===== src/rtl/core/cfp_pkg.sv =====
package cfp_pkg;

    // parse phases, one-hot
    typedef enum logic [8:0] {
        PH_HEAD1 = 9'b000000001,
        PH_HEAD2 = 9'b000000010,
        PH_ID    = 9'b000000100,
        PH_LEN   = 9'b000001000,
        PH_DATA  = 9'b000010000,
        PH_CRC1  = 9'b000100000,
        PH_CRC2  = 9'b001000000,
        PH_TAIL1 = 9'b010000000,
        PH_TAIL2 = 9'b100000000
    } phase_t;

    // event codes reported with each result
    typedef enum logic [2:0] {
        EV_NONE    = 3'd0,
        EV_PAYLOAD = 3'd1,
        EV_GOOD    = 3'd2,
        EV_CRC     = 3'd3,
        EV_TAIL    = 3'd4
    } event_t;

    // configuration register indexes
    localparam logic [7:0] REG_HEADER_FIRST  = 8'd0;
    localparam logic [7:0] REG_HEADER_SECOND = 8'd1;
    localparam logic [7:0] REG_TAIL_FIRST    = 8'd2;
    localparam logic [7:0] REG_TAIL_SECOND   = 8'd3;

    // configuration reset values
    localparam logic [7:0] HEADER_FIRST_RST  = 8'hAA;
    localparam logic [7:0] HEADER_SECOND_RST = 8'h55;
    localparam logic [7:0] TAIL_FIRST_RST    = 8'h0D;
    localparam logic [7:0] TAIL_SECOND_RST   = 8'h0A;

    // crc-16/modbus constants
    localparam logic [15:0] CRC_POLY = 16'hA001;
    localparam logic [15:0] CRC_INIT = 16'hFFFF;

    typedef struct packed {
        logic [7:0] header_first;
        logic [7:0] header_second;
        logic [7:0] tail_first;
        logic [7:0] tail_second;
    } cfg_t;

    typedef struct packed {
        event_t     kind;
        logic [7:0] payload_byte;
        logic [7:0] payload_index;
        logic [7:0] frame_id;
        logic [7:0] frame_length;
    } result_t;

    // one byte of reflected crc-16 update
    function automatic logic [15:0] crc_update(input logic [15:0] crc, input logic [7:0] b);
        logic [15:0] c;
        c = crc ^ {8'd0, b};
        for (int k = 0; k < 8; k++) begin
            if (c[0])
            begin
                c = (c >> 1) ^ CRC_POLY;
            end
            else
            begin
                c = c >> 1;
            end
        end
        return c;
    endfunction

endpackage


===== src/rtl/core/crc16_frame_parser.sv =====
// Byte-serial frame parser: header_first, header_second, id, length L, L payload
// bytes, CRC-16/MODBUS of the payload (low byte first), tail_first, tail_second.
// Every received byte gives exactly one result: nothing, a payload byte with its
// index, frame good, crc error or tail error; any error resumes header hunting.
// Throughput is one byte per cycle unless out_ready low stalls the result register;
// each byte passes through the input register and the result register around
// the combinational parser step (state update plus one eight-bit CRC update).
// Config registers (index 0..3: header_first, header_second, tail_first,
// tail_second) are always ready and should be written only while idle.
module crc16_frame_parser (
    input  logic        clk,
    input  logic        rst_n,
    input  logic        cfg_valid,
    output logic        cfg_ready,
    input  logic [7:0]  cfg_index,
    input  logic [7:0]  cfg_data,
    input  logic        in_valid,
    output logic        in_ready,
    input  logic [7:0]  rx_byte,
    output logic        out_valid,
    input  logic        out_ready,
    output logic [2:0]  event_kind,
    output logic [7:0]  payload_byte,
    output logic [7:0]  payload_index,
    output logic [7:0]  frame_id,
    output logic [7:0]  frame_length
);

    cfp_pkg::cfg_t    cfg;
    cfp_pkg::result_t step_result;
    cfp_pkg::result_t result_reg;

    logic       in_valid_reg;
    logic [7:0] in_byte_reg;
    logic       out_valid_reg;
    logic       advance;

    assign cfg_ready = 1'b1;

    cfp_cfg_regs u_cfg (
        .clk       (clk),
        .rst_n     (rst_n),
        .cfg_valid (cfg_valid),
        .cfg_index (cfg_index),
        .cfg_data  (cfg_data),
        .cfg       (cfg)
    );

    // pipeline moves when the result register is free or being taken
    assign advance  = !out_valid_reg || out_ready;
    assign in_ready = !in_valid_reg || advance;

    // input register
    always_ff @(posedge clk or negedge rst_n)
    begin
        if (!rst_n)
        begin
            in_valid_reg <= 1'b0;
        end
        else if (in_ready)
        begin
            in_valid_reg <= in_valid;
        end
    end

    always_ff @(posedge clk)
    begin
        if (in_ready && in_valid)
        begin
            in_byte_reg <= rx_byte;
        end
    end

    cfp_parser u_parser (
        .clk     (clk),
        .rst_n   (rst_n),
        .step    (advance && in_valid_reg),
        .rx_byte (in_byte_reg),
        .cfg     (cfg),
        .result  (step_result)
    );

    // result register
    always_ff @(posedge clk or negedge rst_n)
    begin
        if (!rst_n)
        begin
            out_valid_reg <= 1'b0;
        end
        else if (advance)
        begin
            out_valid_reg <= in_valid_reg;
        end
    end

    always_ff @(posedge clk)
    begin
        if (advance && in_valid_reg)
        begin
            result_reg <= step_result;
        end
    end

    assign out_valid     = out_valid_reg;
    assign event_kind    = result_reg.kind;
    assign payload_byte  = result_reg.payload_byte;
    assign payload_index = result_reg.payload_index;
    assign frame_id      = result_reg.frame_id;
    assign frame_length  = result_reg.frame_length;

endmodule


===== src/rtl/core/cfp_cfg_regs.sv =====
module cfp_cfg_regs (
    input  logic            clk,
    input  logic            rst_n,
    input  logic            cfg_valid,
    input  logic [7:0]      cfg_index,
    input  logic [7:0]      cfg_data,
    output cfp_pkg::cfg_t   cfg
);

    cfp_pkg::cfg_t cfg_reg;

    // register writes on a config transfer, unknown indexes dropped
    always_ff @(posedge clk or negedge rst_n)
    begin
        if (!rst_n)
        begin
            cfg_reg.header_first  <= cfp_pkg::HEADER_FIRST_RST;
            cfg_reg.header_second <= cfp_pkg::HEADER_SECOND_RST;
            cfg_reg.tail_first    <= cfp_pkg::TAIL_FIRST_RST;
            cfg_reg.tail_second   <= cfp_pkg::TAIL_SECOND_RST;
        end
        else if (cfg_valid)
        begin
            case (cfg_index)
                cfp_pkg::REG_HEADER_FIRST:  cfg_reg.header_first  <= cfg_data;
                cfp_pkg::REG_HEADER_SECOND: cfg_reg.header_second <= cfg_data;
                cfp_pkg::REG_TAIL_FIRST:    cfg_reg.tail_first    <= cfg_data;
                cfp_pkg::REG_TAIL_SECOND:   cfg_reg.tail_second   <= cfg_data;
                default: ;
            endcase
        end
    end

    assign cfg = cfg_reg;

endmodule


===== src/rtl/core/cfp_parser.sv =====
module cfp_parser (
    input  logic               clk,
    input  logic               rst_n,
    input  logic               step,
    input  logic [7:0]         rx_byte,
    input  cfp_pkg::cfg_t      cfg,
    output cfp_pkg::result_t   result
);

    cfp_pkg::phase_t phase_reg, phase_next;
    logic [7:0]      id_reg, id_next;
    logic [7:0]      len_reg, len_next;
    logic [7:0]      count_reg, count_next;
    logic [15:0]     crc_reg, crc_next;

    logic [15:0]     crc_step;
    logic [7:0]      count_inc;
    cfp_pkg::event_t kind;
    logic [7:0]      pbyte;
    logic [7:0]      pidx;

    assign crc_step  = cfp_pkg::crc_update(crc_reg, rx_byte);
    assign count_inc = count_reg + 8'd1;

    // per-byte frame state step
    always_comb
    begin
        phase_next = phase_reg;
        id_next    = id_reg;
        len_next   = len_reg;
        count_next = count_reg;
        crc_next   = crc_reg;
        kind       = cfp_pkg::EV_NONE;
        pbyte      = 8'd0;
        pidx       = 8'd0;
        case (phase_reg)
            cfp_pkg::PH_HEAD1:
            begin
                if (rx_byte == cfg.header_first)
                begin
                    phase_next = cfp_pkg::PH_HEAD2;
                end
            end
            cfp_pkg::PH_HEAD2:
            begin
                if (rx_byte == cfg.header_second)
                begin
                    phase_next = cfp_pkg::PH_ID;
                end
                else
                begin
                    phase_next = cfp_pkg::PH_HEAD1;
                    id_next    = 8'd0;
                    len_next   = 8'd0;
                    count_next = 8'd0;
                    crc_next   = cfp_pkg::CRC_INIT;
                end
            end
            cfp_pkg::PH_ID:
            begin
                id_next    = rx_byte;
                count_next = 8'd0;
                crc_next   = cfp_pkg::CRC_INIT;
                phase_next = cfp_pkg::PH_LEN;
            end
            cfp_pkg::PH_LEN:
            begin
                len_next   = rx_byte;
                // empty payload goes straight to the crc bytes
                phase_next = (rx_byte == 8'd0) ? cfp_pkg::PH_CRC1 : cfp_pkg::PH_DATA;
            end
            cfp_pkg::PH_DATA:
            begin
                kind       = cfp_pkg::EV_PAYLOAD;
                pbyte      = rx_byte;
                pidx       = count_reg;
                crc_next   = crc_step;
                count_next = count_inc;
                if (count_inc >= len_reg)
                begin
                    phase_next = cfp_pkg::PH_CRC1;
                end
            end
            cfp_pkg::PH_CRC1, cfp_pkg::PH_CRC2, cfp_pkg::PH_TAIL1:
            begin
                if ((phase_reg == cfp_pkg::PH_CRC1) && (rx_byte == crc_reg[7:0]))
                begin
                    phase_next = cfp_pkg::PH_CRC2;
                end
                else if ((phase_reg == cfp_pkg::PH_CRC2) && (rx_byte == crc_reg[15:8]))
                begin
                    phase_next = cfp_pkg::PH_TAIL1;
                end
                else if ((phase_reg == cfp_pkg::PH_TAIL1) && (rx_byte == cfg.tail_first))
                begin
                    phase_next = cfp_pkg::PH_TAIL2;
                end
                else
                begin
                    kind       = (phase_reg == cfp_pkg::PH_TAIL1) ?
                                 cfp_pkg::EV_TAIL : cfp_pkg::EV_CRC;
                    phase_next = cfp_pkg::PH_HEAD1;
                    id_next    = 8'd0;
                    len_next   = 8'd0;
                    count_next = 8'd0;
                    crc_next   = cfp_pkg::CRC_INIT;
                end
            end
            cfp_pkg::PH_TAIL2:
            begin
                kind       = (rx_byte == cfg.tail_second) ?
                             cfp_pkg::EV_GOOD : cfp_pkg::EV_TAIL;
                phase_next = cfp_pkg::PH_HEAD1;
                id_next    = 8'd0;
                len_next   = 8'd0;
                count_next = 8'd0;
                crc_next   = cfp_pkg::CRC_INIT;
            end
            default:
            begin
                phase_next = cfp_pkg::PH_HEAD1;
                id_next    = 8'd0;
                len_next   = 8'd0;
                count_next = 8'd0;
                crc_next   = cfp_pkg::CRC_INIT;
            end
        endcase
    end

    // frame fields reported as held before this byte, zero when nothing happens
    always_comb
    begin
        result.kind          = kind;
        result.payload_byte  = pbyte;
        result.payload_index = pidx;
        result.frame_id      = (kind == cfp_pkg::EV_NONE) ? 8'd0 : id_reg;
        result.frame_length  = (kind == cfp_pkg::EV_NONE) ? 8'd0 : len_reg;
    end

    // parser state
    always_ff @(posedge clk or negedge rst_n)
    begin
        if (!rst_n)
        begin
            phase_reg <= cfp_pkg::PH_HEAD1;
            id_reg    <= 8'd0;
            len_reg   <= 8'd0;
            count_reg <= 8'd0;
            crc_reg   <= cfp_pkg::CRC_INIT;
        end
        else if (step)
        begin
            phase_reg <= phase_next;
            id_reg    <= id_next;
            len_reg   <= len_next;
            count_reg <= count_next;
            crc_reg   <= crc_next;
        end
    end

endmodule

===== config.mk =====
export PLATFORM = sky130hd
export DESIGN_NAME = crc16_frame_parser
export DESIGN_NICKNAME = d
export VERILOG_FILES = /design/src/rtl/core/cfp_pkg.sv /design/src/rtl/core/crc16_frame_parser.sv /design/src/rtl/core/cfp_cfg_regs.sv /design/src/rtl/core/cfp_parser.sv
export SDC_FILE = /design/constraint.sdc
export NUM_CORES = 1
export LEC_CHECK = 0
export ABC_AREA = 1
export BUFFER_PORTS_ARGS = -buffer_cell sky130_fd_sc_hd__clkbuf_2
export CORE_UTILIZATION = 45
export CTS_CLUSTER_DIAMETER = 150
export CTS_CLUSTER_SIZE = 25
export DETAILED_ROUTE_END_ITERATION = 7
export HOLD_SLACK_MARGIN = 0.06
export PLACE_DENSITY = 0.62
export SLEW_MARGIN = 20
export SYNTH_ARGS = -nofsm -noshare
export SYNTH_HDL_FRONTEND = slang
export SYNTH_SLANG_ARGS = --single-unit
export TNS_END_PERCENT = 10

===== constraint.sdc =====
create_clock -name clk -period 2.5 [get_ports clk]
set_clock_uncertainty 0.1 [all_clocks]
set_input_delay 0.5 -clock clk [delete_from_list [all_inputs] [get_ports clk]]
set_output_delay 0.5 -clock clk [all_outputs]
set_load 0.005 [all_outputs]

==> summary.md, run 1 <==
| Metric | Value |
|---|---|
| Status | `complete, but fails checks` |
| Failing checks | `setup timing` |
| Seq/Total Area, Yosys | `52.7%` |
| Pin count of the biggest net entering global routing | `37` |
| Hold_ws | `approximately 0.15 ns` |
| Final setup vio count | `6` |
| RSZ-0062 raised after global routing | `true` |
| Setup ws final | `-0.0397 ns` |
| Reg clk slew, reported paths | `0.06 ns` |
| Vias/cell | `5.02` |
| Dominant synthesized flop cell | `dfrtp_1` |
| Final Instance Area | `between 8000 and 9000 um^2` |
| Worst setup path class | `flip-flop to flip-flop` |
| Setup crit start kind | `flip-flop` |
| Layout cells sized above 1 | `29.9%` |
| First-pass GRT wire length | `around 25 mm` |
| Max-cap violations | `0` |
| Wire per inst | `14.6 um` |
| Leak Pwr | `0.00370 uW` |
| Cell count after synthesis | `729` |
| Worst slew pin tran | `approximately 0.54 ns` |
| Clock sink count | `about 130` |
| Routed Antenna Nets | `0` |
| CTS Root Cell | `clkbuf_16` |
| Asr flop ratio synth | `around 66%` |
| Total track usage | `between 20% and 30%` |
| Tcrit/Tclk final | `102%` |
| P per Cell Area | `approximately 720 nW/um^2` |
| Overflow after GRT | `0` |
| FMAX | `approximately 0.39 GHz` |
| Worst Path Arrival | `about 2.8 ns` |
| I/O pin cnt | `67` |
| TritonCTS clock tree | `done` |
| Std cell rows | `43` |
| Post-route insts no fill | `1030` |
| Vias in the first global route | `between 5000 and 6000` |
| Final estimated routing congestion in global placement | `roughly 0.9` |
| Minimum clock period | `between 2 and 3 ns` |
| Die ar. | `~15000 um^2` |
| P&R area growth vs syn | `24.7%` |
| Placed Area | `between 7000 and 8000 um^2` |
| Final Hold Fails | `0` |
| Num CTS Buffers | `17` |
| Critical path data required time | `between 2 and 3 ns` |
| Max reg flops | `32` |
| CTS max path bufs | `2` |
| Cell total after placement | `between 900 and 1000` |
| Effective utilization at floorplan | `a little under half` |
| DRT Pass-1 Iters | `5` |
| Aggregate routed wire length | `15.1 mm` |
| Initial antenna violation count | `0` |
| Mapped Avg Cell Area | `between 8 and 9 um^2` |
| #FFs+latches synth | `around 130` |
| Vias | `5168` |
| Chip width | `~120 um` |
| Later-pin clock latency in the skew report | `around 0.42 ns` |
| DRC viols | `0` |
| N_diodes | `0` |
| Mapped cell area | `~6500 um^2` |
| Die Span Y | `between 100 and 150 um` |
| Total power | `5790 uW` |
| Fin nets | `just under 900` |
| Crit end category | `flip-flop` |
| Max-slew violation count | `0` |
| Worst rel slew slack | `between 60% and 70%` |
| Max VDD drop | `between 0.0004 and 0.0005 V` |
| Post-synth EDFFs | `43` |
| Synth warnings | `0` |
| DR iter-0 viols | `~320` |
| # port buffers | `between 60 and 70` |
| Worst hold path type | `primary input to flip-flop` |
| Crit Path Max Fanout | `6` |
| Post-DP HPWL | `approximately 11 mm` |
| Synth Net Count | `slightly below 800` |
| H-tree Lvls | `4` |
| Core region area | `about 14000 um^2` |
| Setup TNS | `-0.136 ns` |
| Synth cell types | `42` |
==> stage by stage <==
step,utilization (%),worst slack [ns]
floorplan,-,0.00482
global placement,51.3,-0.0333
finish,57.8,-0.0397
detailed placement,51.3,-0.244
global route,57.8,-0.179
CTS,57.3,-0.0778
==> final cells by class <==
type	instances	area, um^2
inverters	85	319
repair buffers	112	719
clock buffers	18	429
flip-flops and latches	126	3410
fillers	1232	5880
well taps	180	225
clock inverters	14	194
multi-input cells	495	2760
==> power by group <==
part           switching, uW  internal (uW)  leakage [uW]
logic                    549            302       0.00193
clock network            914           1660      0.000290
registers               73.2           2290       0.00147
total                   1540           4250       0.00370
==> placed cells by master, fill, tap and decap left out, types with 30 or more instances in the layout <==
cell / netlist / final
clkbuf_2: 0 / 64
dfrtp_1: 53 / 53
buf_4: 13 / 42
edfxtp_1: 43 / 43
nand2_1: 197 / 188
inv_1: 75 / 67
dfstp_2: 30 / 30
o21ai_0: 40 / 33
nor2_1: 81 / 77
==> worst max-delay path: stages (launching register included) <==
cell and delay, ns:
dfrtp_1 0.36, inv_2 0.06, nor3_4 0.23, nand3_2 0.12, nor2_2 0.12, nand2_2 0.07
xor2_2 0.18, inv_2 0.07, ha_4 0.28, nand2_4 0.06, nor2_4 0.08, nand4_1 0.09
nand4_1 0.13, nand3_2 0.15, buf_6 0.19, nand2_2 0.06, o21ai_2 0.06
==> synth_stat cells, types with 2 or more instances <==
cell type    n  area (um^2)
buf_4       13         97.6
nor2_1      81          304
o21ai_2      8         70.1
dfstp_2     30          788
a21oi_1     13         65.1
o22ai_1      5         31.3
edfxtp_1    43         1290
ha_1        13          163
o21ai_0     40          200
nor3_2       4         40.0
dfrtp_1     53         1330
clkbuf_1     3         11.3
nor2_4       2         22.5
nand4_1     13         81.3
buf_2        5         25.0
nor3_1       8         40.0
inv_2        8         30.0
xnor2_1     21          184
nand3_2      5         50.1
nor2_2       6         37.5
clkinv_1     2         7.51
o21ai_1     13         65.1
nand2_1    197          739
nand2_2      5         31.3
nand3_1     24          120
inv_1       75          282
buf_6        2         22.5
xor2_1      21          184
nand2_4      3         33.8
==> per-layer routing <==
| layer | wire [um] | up-vias | track usage (%) |
|---|---|---|---|
| li1 | - | 2551 | - |
| met1 | 6750 | 2455 | 28.0 |
| met2 | 7310 | 141 | 36.0 |
| met3 | 769 | 21 | 5.24 |
| met4 | 251 | 0 | 9.18 |
| met5 | 0 | - | 0 |
==> logic make-up (layout without fill, tap and decap cells) <==
kind of cell | count (synthesis) | after routing | share of synthesized area, %
fa+ha+maj | 13 | 13 | 2.52
buf+inv | 108 | 229 | 7.36
simple gates | 358 | 358 | 24.7
other cells | 1 | 1 | 0.0581
xor+xnor | 42 | 42 | 5.70
flops | 126 | 126 | 52.7
compound gates | 81 | 81 | 6.92
==> worst paths after layout <==
check | startpoint | to | slack [ns] | cells past startpoint
min in group asynchronous | rst_n | out_valid$_DFFE_PN0P_ | 0.48 | 2
min | rx_byte[1] | in_byte_reg[1]$_DFFE_PP_ | 0.15 | 1
max | u_parser.count_reg[2]$_DFFE_PN0P_ | u_parser.phase_reg[8]$_DFFE_PN0P_ | -0.04 | 16
max reg2reg | u_parser.count_reg[2]$_DFFE_PN0P_ | u_parser.phase_reg[8]$_DFFE_PN0P_ | -0.04 | 16
max in group asynchronous | rst_n | u_cfg.cfg[11]$_DFFE_PN1P_ | 1.13 | 3
min reg2reg | u_parser.id_reg[1]$_DFFE_PN0P_ | u_parser.id_reg[1]$_DFFE_PN0P_ | 0.38 | 2
==> what timing repair did <==
item | 4_1_cts | 5_1_grt
resized for setup | 36 | 17
setup buffers | 8 | 3
endpoints found under the hold margin | 21 | 0
hold buffers | 1 | 0
pin swaps | 15 | 11
endpoints found under the setup margin | 9 | 16
Power figures use the tool's default switching activity.
==> run 2: changes to the inputs <==
- PLACE_DENSITY: 0.62 -> 0.6
- TNS_END_PERCENT: 10 -> default
- clock period: 2.5 -> 2.7 ns (I/O delays scaled with it)
==> run 2 against run 1 <==
The run now ends clean. Largest power group unchanged. Setup slack better by 0.16 ns. Total power down 7.0%. Clock power down 6%. Utilization down 1.3 points. Wire length about the same. Critical path depth unchanged. Register-to-register slack better by 0.16 ns. Largest cell class unchanged. Highest routed layer unchanged. Sequential share of layout area up 0.96 points. Via count down 1.6%. Cell area down 2.2%.
==> summary.md, run 2 (same netlist as run 1, synthesis figures left out) <==
| Metric | Value |
|---|---|
| Crit end category | `flip-flop` |
| Fin nets | `roughly 870` |
| Core region area | `13900 um^2` |
| Clock sink count | `~130` |
| Worst slew pin tran | `around 0.6 ns` |
| Top layer in use | `met4` |
| Die ar. | `14800 um^2` |
| Commonest non-fill, non-tap cell in the layout | `nand2_1` |
| Layout cells sized above 1 | `26.8%` |
| Minimum clock period | `roughly 2.6 ns` |
| Setup slack, reg-to-reg | `around 0.12 ns` |
| Vias in the first global route | `5009` |
| Initial antenna violation count | `0` |
| Commonest cells after routing, fill and taps aside | `nand2_1, nor2_1, inv_1, clkbuf_2, dfrtp_1` |
| Placed Area | `7100 um^2` |
| Worst hold path type | `primary input to flip-flop` |
| H-tree Lvls | `4` |
| Aggregate routed wire length | `about 15 mm` |
| I/O pin cnt | `67` |
| Setup TNS | `0 ns` |
| Routed Antenna Nets | `0` |
| Final Hold Fails | `0` |
| Max-cap violations | `0` |
| Overflow after GRT | `0` |
| Tcrit/Tclk final | `between 90% and 100%` |
| Status | `complete, no violations` |
| # port buffers | `65` |
| Worst rel slew slack | `approximately three fifths` |
| Max VDD drop | `0.000405 V` |
| P&R area growth vs syn | `22.0%` |
| FMAX | `0.388 GHz` |
| N_diodes | `0` |
| Worst setup path class | `flip-flop to flip-flop` |
| Total track usage | `21.8%` |
| Max reg flops | `32` |
| Leak Pwr | `around 0.0036 uW` |
| Num CTS Buffers | `17` |
| Effective utilization at floorplan | `between 40% and 50%` |
| Post-route insts no fill | `approximately 1000` |
| Vias | `5084` |
| Final setup vio count | `0` |
| Crit path launch | `u_parser.count_reg[0]$_DFFE_PN0P_` |
| Critical path data required time | `2.94 ns` |
| Cell total after placement | `between 900 and 1000` |
| CTS Root Cell | `clkbuf_16` |
| CP Capture Point | `u_parser.phase_reg[1]$_DFFE_PN0P_` |
| CTS max path bufs | `2` |
| Vias/cell | `5.00` |
| Final estimated routing congestion in global placement | `~0.85` |
| Die Span Y | `about 120 um` |
| Metal1 wirelength | `roughly 7 mm` |
| Worst R2R Path Depth | `16` |
| Post-layout util | `between 50% and 60%` |
| First-pass GRT wire length | `24.4 mm` |
| Std cell rows | `between 40 and 50` |
| P per Cell Area | `about 680 nW/um^2` |
| Later-pin clock latency in the skew report | `0.42 ns` |
| Pin count of the biggest net entering global routing | `56` |
| DR iter-0 viols | `325` |
| Reg2reg start | `u_parser.count_reg[0]$_DFFE_PN0P_` |
| DRT Pass-1 Iters | `4` |
| Reg clk slew, reported paths | `approximately 0.060 ns` |
| Met2 Wirelength | `~7.2 mm` |
| Worst Path Arrival | `~2.8 ns` |
| Met3 Wirelength | `roughly 570 um` |
| Final Instance Area | `around 8000 um^2` |
| TritonCTS clock tree | `done` |
| Max-slew violation count | `0` |
| Wire per inst | `between 10 and 15 um` |
| RSZ-0062 raised after global routing | `true` |
| Chip width | `between 100 and 150 um` |
| DRC viols | `0` |
| Post-DP HPWL | `between 10 and 15 mm` |
| Crit Path Max Fanout | `6` |
| Setup crit start kind | `flip-flop` |
| RR Endpoint | `u_parser.phase_reg[1]$_DFFE_PN0P_` |
## run 2: how the worst min path moves through the flow
stage,start,to,slack (ns),depth (start not counted)
6_report,rx_byte[6],in_byte_reg[6]$_DFFE_PP_,0.19,1
3_3_place_gp,u_parser.id_reg[7]$_DFFE_PN0P_,u_parser.id_reg[7]$_DFFE_PN0P_,0.37,2
3_5_place_dp,u_parser.id_reg[6]$_DFFE_PN0P_,u_parser.id_reg[6]$_DFFE_PN0P_,0.37,2
4_1_cts,rx_byte[7],in_byte_reg[7]$_DFFE_PP_,0.18,1
2_1_floorplan,rst_n,in_valid_reg$_DFFE_PN0N_,0.14,0
5_1_grt,rx_byte[2],in_byte_reg[2]$_DFFE_PP_,0.18,1
## run 2: worst max-delay path, cell delays in order, from the launching register on
cell      delay (ns)
dfrtp_1         0.38
inv_2           0.07
nor3_4          0.22
nand3_2         0.13
nor2_1          0.10
nand2_1         0.08
xor2_2          0.17
inv_2           0.07
ha_4            0.26
nand2_4         0.09
nor2_2          0.05
a211oi_2        0.14
nand4_1         0.18
nand3_4         0.20
buf_4           0.14
nand2_1         0.04
o21ai_1         0.08
## run 2: final cells by class
class / instances / area [um^2]
fill: 1221 / 6060
clock buffer: 18 / 439
sequential: 126 / 3410
clock inverter: 14 / 188
inverter: 85 / 319
timing repair buffer: 99 / 618
multi-input combinational: 495 / 2680
tap: 180 / 225
## run 2: where the power goes
group	internal (uW)	switching [uW]	leakage (uW)	total, uW
clock network	1570	850	0.000302	2420
logic	271	512	0.00186	784
registers	2120	66.8	0.00147	2180
total	3960	1430	0.00363	5380
## run 2: through the flow
stage          setup WS, ns  hold slack (ns)  total power, uW
2_1_floorplan         0.129            0.144             2710
3_3_place_gp      -0.000939            0.367             2950
3_5_place_dp        -0.0849            0.369             2970
4_1_cts              0.0581            0.180             5390
5_1_grt             -0.0687            0.178             5600
6_report              0.123            0.194             5380
## run 2: repair_timing
item | in CTS | in global routing
endpoints found under the hold margin | 16 | 0
hold buffers | 1 | 0
resized for setup | 2 | 30
pin swaps | 0 | 5
endpoints found under the setup margin | 7 | 9
setup buffers | 0 | 3
## run 2: metal layers
metal | vias up | track usage (%)
li1 | 2522 | -
met2 | 124 | 34.9
met4 | 0 | 9.41
met5 | - | 0
met3 | 21 | 4.63
met1 | 2417 | 28.4
==> run 3: changes to the inputs <==
- GPL_TIMING_DRIVEN: default -> 0
- RECOVER_POWER: default -> 50
==> run 3 against run 2 <==
The run now ends with capacitance limit, slew limit left. Worst hold slack worse by 0.0024 ns. Maximum frequency down 3.7%. Clock power down 9.1%. Die area unchanged. Wire length about the same. Count of clock-buffer cells in the layout down 1. Critical path type unchanged. Critical endpoint is now u_parser.phase_reg[8]$_DFFE_PN0P_.
==> summary.md, run 3 (same netlist as run 1, synthesis figures left out) <==
| Metric | Value |
|---|---|
| I/O pin cnt | `67` |
| Multi-input gate area | `2720 um^2` |
| Commonest cells after routing, fill and taps aside | `nand2_1, nor2_1, inv_1, clkbuf_2, dfrtp_1` |
| Met3 Wirelength | `789 um` |
| Metal1 wirelength | `around 6.6 mm` |
| First-pass GRT wire length | `24.4 mm` |
| Clk network pwr share | `between 40 and 50%` |
| Wire per inst | `between 10 and 15 um` |
| Crit path buf inv count | `3` |
| Overflow after GRT | `0` |
| Final setup vio count | `0` |
| CP cell instances | `inv_2 > nor3_4 > nand3_4 > nor2_4 > nand2_2 > xor2_2 > inv_2 > ha_4 > nand2_4 > nor2_2 > a211oi_2 > nand4_1 > nand3_4 > buf_6 > nand2_1 > o21ai_1` |
| DRC viols | `0` |
| CTS Root Cell | `clkbuf_16` |
| Fin nets | `between 800 and 900` |
| CP top delay family | `simple AND/OR/NAND/NOR gates` |
| CTS max path bufs | `2` |
| Total power | `approximately 5200 uW` |
| Comb pwr share | `16.0%` |
| Max-slew violation count | `between 80 and 90` |
| Crit path max-delay cell type | `dfrtp_1` |
| Vias in the first global route | `between 4000 and 5000` |
| Max-cap violations | `1` |
| Core region area | `~14000 um^2` |
| Vias | `roughly 5200` |
| Critical path data required time | `approximately 2.9 ns` |
| Sw Ratio | `between 20% and 30%` |
| Setup crit start kind | `flip-flop` |
| Routed Antenna Nets | `0` |
| Final Hold Fails | `0` |
| N_diodes | `0` |
| Initial antenna violation count | `0` |
| Later-pin clock latency in the skew report | `about 0.42 ns` |
| Int Pwr | `between 3000 and 4000 uW` |
| Clock sink count | `about 130` |
| Max VDD drop | `a little under 0.0004 V` |
| Worst rel slew slack | `-39.9%` |
| Std cell rows | `between 40 and 50` |
| Fillers | `approximately 1200` |
| H-tree Lvls | `4` |
| Crit Path Max Fanout | `6` |
| Status | `complete, but fails checks` |
| TritonCTS clock tree | `done` |
| Met2 Wirelength | `7.29 mm` |
| DR iter-0 viols | `~330` |
| Seq. cell area | `3410 um^2` |
| Commonest non-fill, non-tap cell in the layout | `nand2_1` |
| Post-layout util | `a little under three fifths` |
| Max reg flops | `32` |
| Slowest Stage Delay on Critical Path | `around 0.39 ns` |
| DRT Pass-1 Iters | `5` |
| Cts hold-fix bufs | `0` |
| Worst slew pin tran | `~2.1 ns` |
| Aggregate routed wire length | `15.1 mm` |
| Leak Pwr | `about 0.0036 uW` |
| Minimum clock period | `around 2.7 ns` |
| Layout cells sized above 1 | `around 27%` |
| # port buffers | `65` |
| Worst setup path class | `flip-flop to flip-flop` |
| Tcrit/Tclk final | `99.1%` |
| Final estimated routing congestion in global placement | `around 0.86` |
| P per Cell Area | `between 600 and 700 nW/um^2` |
| Die ar. | `~15000 um^2` |
| Reg clk slew, reported paths | `0.06 ns` |
| FMAX | `approximately 0.37 GHz` |
| Failing checks | `capacitance limit, slew limit` |
| Die Span Y | `about 120 um` |
| Total track usage | `21.9%` |
| Top layer in use | `met4` |
| Pin count of the biggest net entering global routing | `84` |
| Psw | `1440 uW` |
| Worst hold path type | `primary input to flip-flop` |
| Post-DP HPWL | `10.5 mm` |
| Setup TNS | `0 ns` |
| Num CTS Buffers | `17` |
| RSZ-0062 raised after global routing | `true` |
| P&R area growth vs syn | `22.0%` |
| Chip width | `roughly 120 um` |
| Crit end category | `flip-flop` |
| Vias/cell | `between 5 and 6` |
| Effective utilization at floorplan | `approximately 46%` |
| Worst Path Arrival | `between 2 and 3 ns` |
| Seq pwr share | `about two fifths` |
==> run 3: cell types whose count changed in the layout (fill, tap and decap cells not counted), moves of 3 or more <==
cell	previous run	this run
clkbuf_1	0	5
inv_1	72	69
clkinv_2	2	6
buf_4	30	24
inv_2	11	14
buf_6	2	7
buf_2	0	4
==> run 3: worst reg2reg max path, stage by stage (launching register included) <==
cell and delay [ns]:
dfrtp_1 0.39, inv_2 0.08, nor3_4 0.26, nand3_4 0.16
nor2_4 0.12, nand2_2 0.07, xor2_2 0.16, inv_2 0.06
ha_4 0.25, nand2_4 0.07, nor2_2 0.04, a211oi_2 0.19
nand4_1 0.20, nand3_4 0.18, buf_6 0.13, nand2_1 0.04
o21ai_1 0.08
==> run 3: layout make-up <==
cell class	count	share of cell area (%)
Sequential cell	126	43.2
Multi-Input combinational cell	495	34.5
Timing Repair Buffer	81	5.97
Clock buffer	17	5.40
Inverter	85	4.05
Tap cell	180	2.86
Buffer	23	2.07
Clock inverter	15	1.87
==> run 3: stage by stage <==
stage               setup WS, ns  hold WS (ns)  instances  area, um^2
floorplan                  0.129         0.144        729        6460
global placement          -0.599         0.367        974        7010
detailed placement        -0.568         0.370        975        7040
CTS                      -0.0241        0.0875       1014        7720
global route              -0.115         0.180       1022        7880
finish                    0.0234         0.191       1022        7880
==> run 3: layer usage <==
metal	vias up	GRT usage, %
met5	-	0
met4	0	9.88
met3	30	5.34
met2	160	36.1
met1	2438	27.2
li1	2527	-
==> run 3: worst paths after layout <==
| kind | startpoint | to | slack (ns) | depth (start not counted) |
|---|---|---|---|---|
| worst max-delay path | u_parser.count_reg[2]$_DFFE_PN0P_ | u_parser.phase_reg[8]$_DFFE_PN0P_ | 0.02 | 16 |
| worst min-delay path | rx_byte[2] | in_byte_reg[2]$_DFFE_PP_ | 0.19 | 1 |
| worst max register to register | u_parser.count_reg[2]$_DFFE_PN0P_ | u_parser.phase_reg[8]$_DFFE_PN0P_ | 0.02 | 16 |
| worst min register to register | u_parser.phase_reg[0]$_DFFE_PN1P_ | u_parser.phase_reg[0]$_DFFE_PN1P_ | 0.38 | 2 |
| max in group asynchronous | rst_n | u_cfg.cfg[26]$_DFFE_PN0P_ | 0.64 | 1 |
| min in group asynchronous | rst_n | u_parser.id_reg[6]$_DFFE_PN0P_ | 0.63 | 1 |
==> run 3: power groups by stage <==
stage	Clock (uW)	Sequential, uW	Combinational, uW
after floorplan	0	2200	507
after global placement	0	2200	753
after detailed placement	0	2200	778
after CTS	2230	2170	818
after global routing	2310	2180	924
final	2200	2160	832
==> run 3: what timing repair did <==
action / in CTS / in global routing
setup buffers: 6 / 7
pin swaps: 8 / 15
gates cloned: 1 / 1
setup endpoints to repair: 9 / 30
resized for setup: 14 / 32
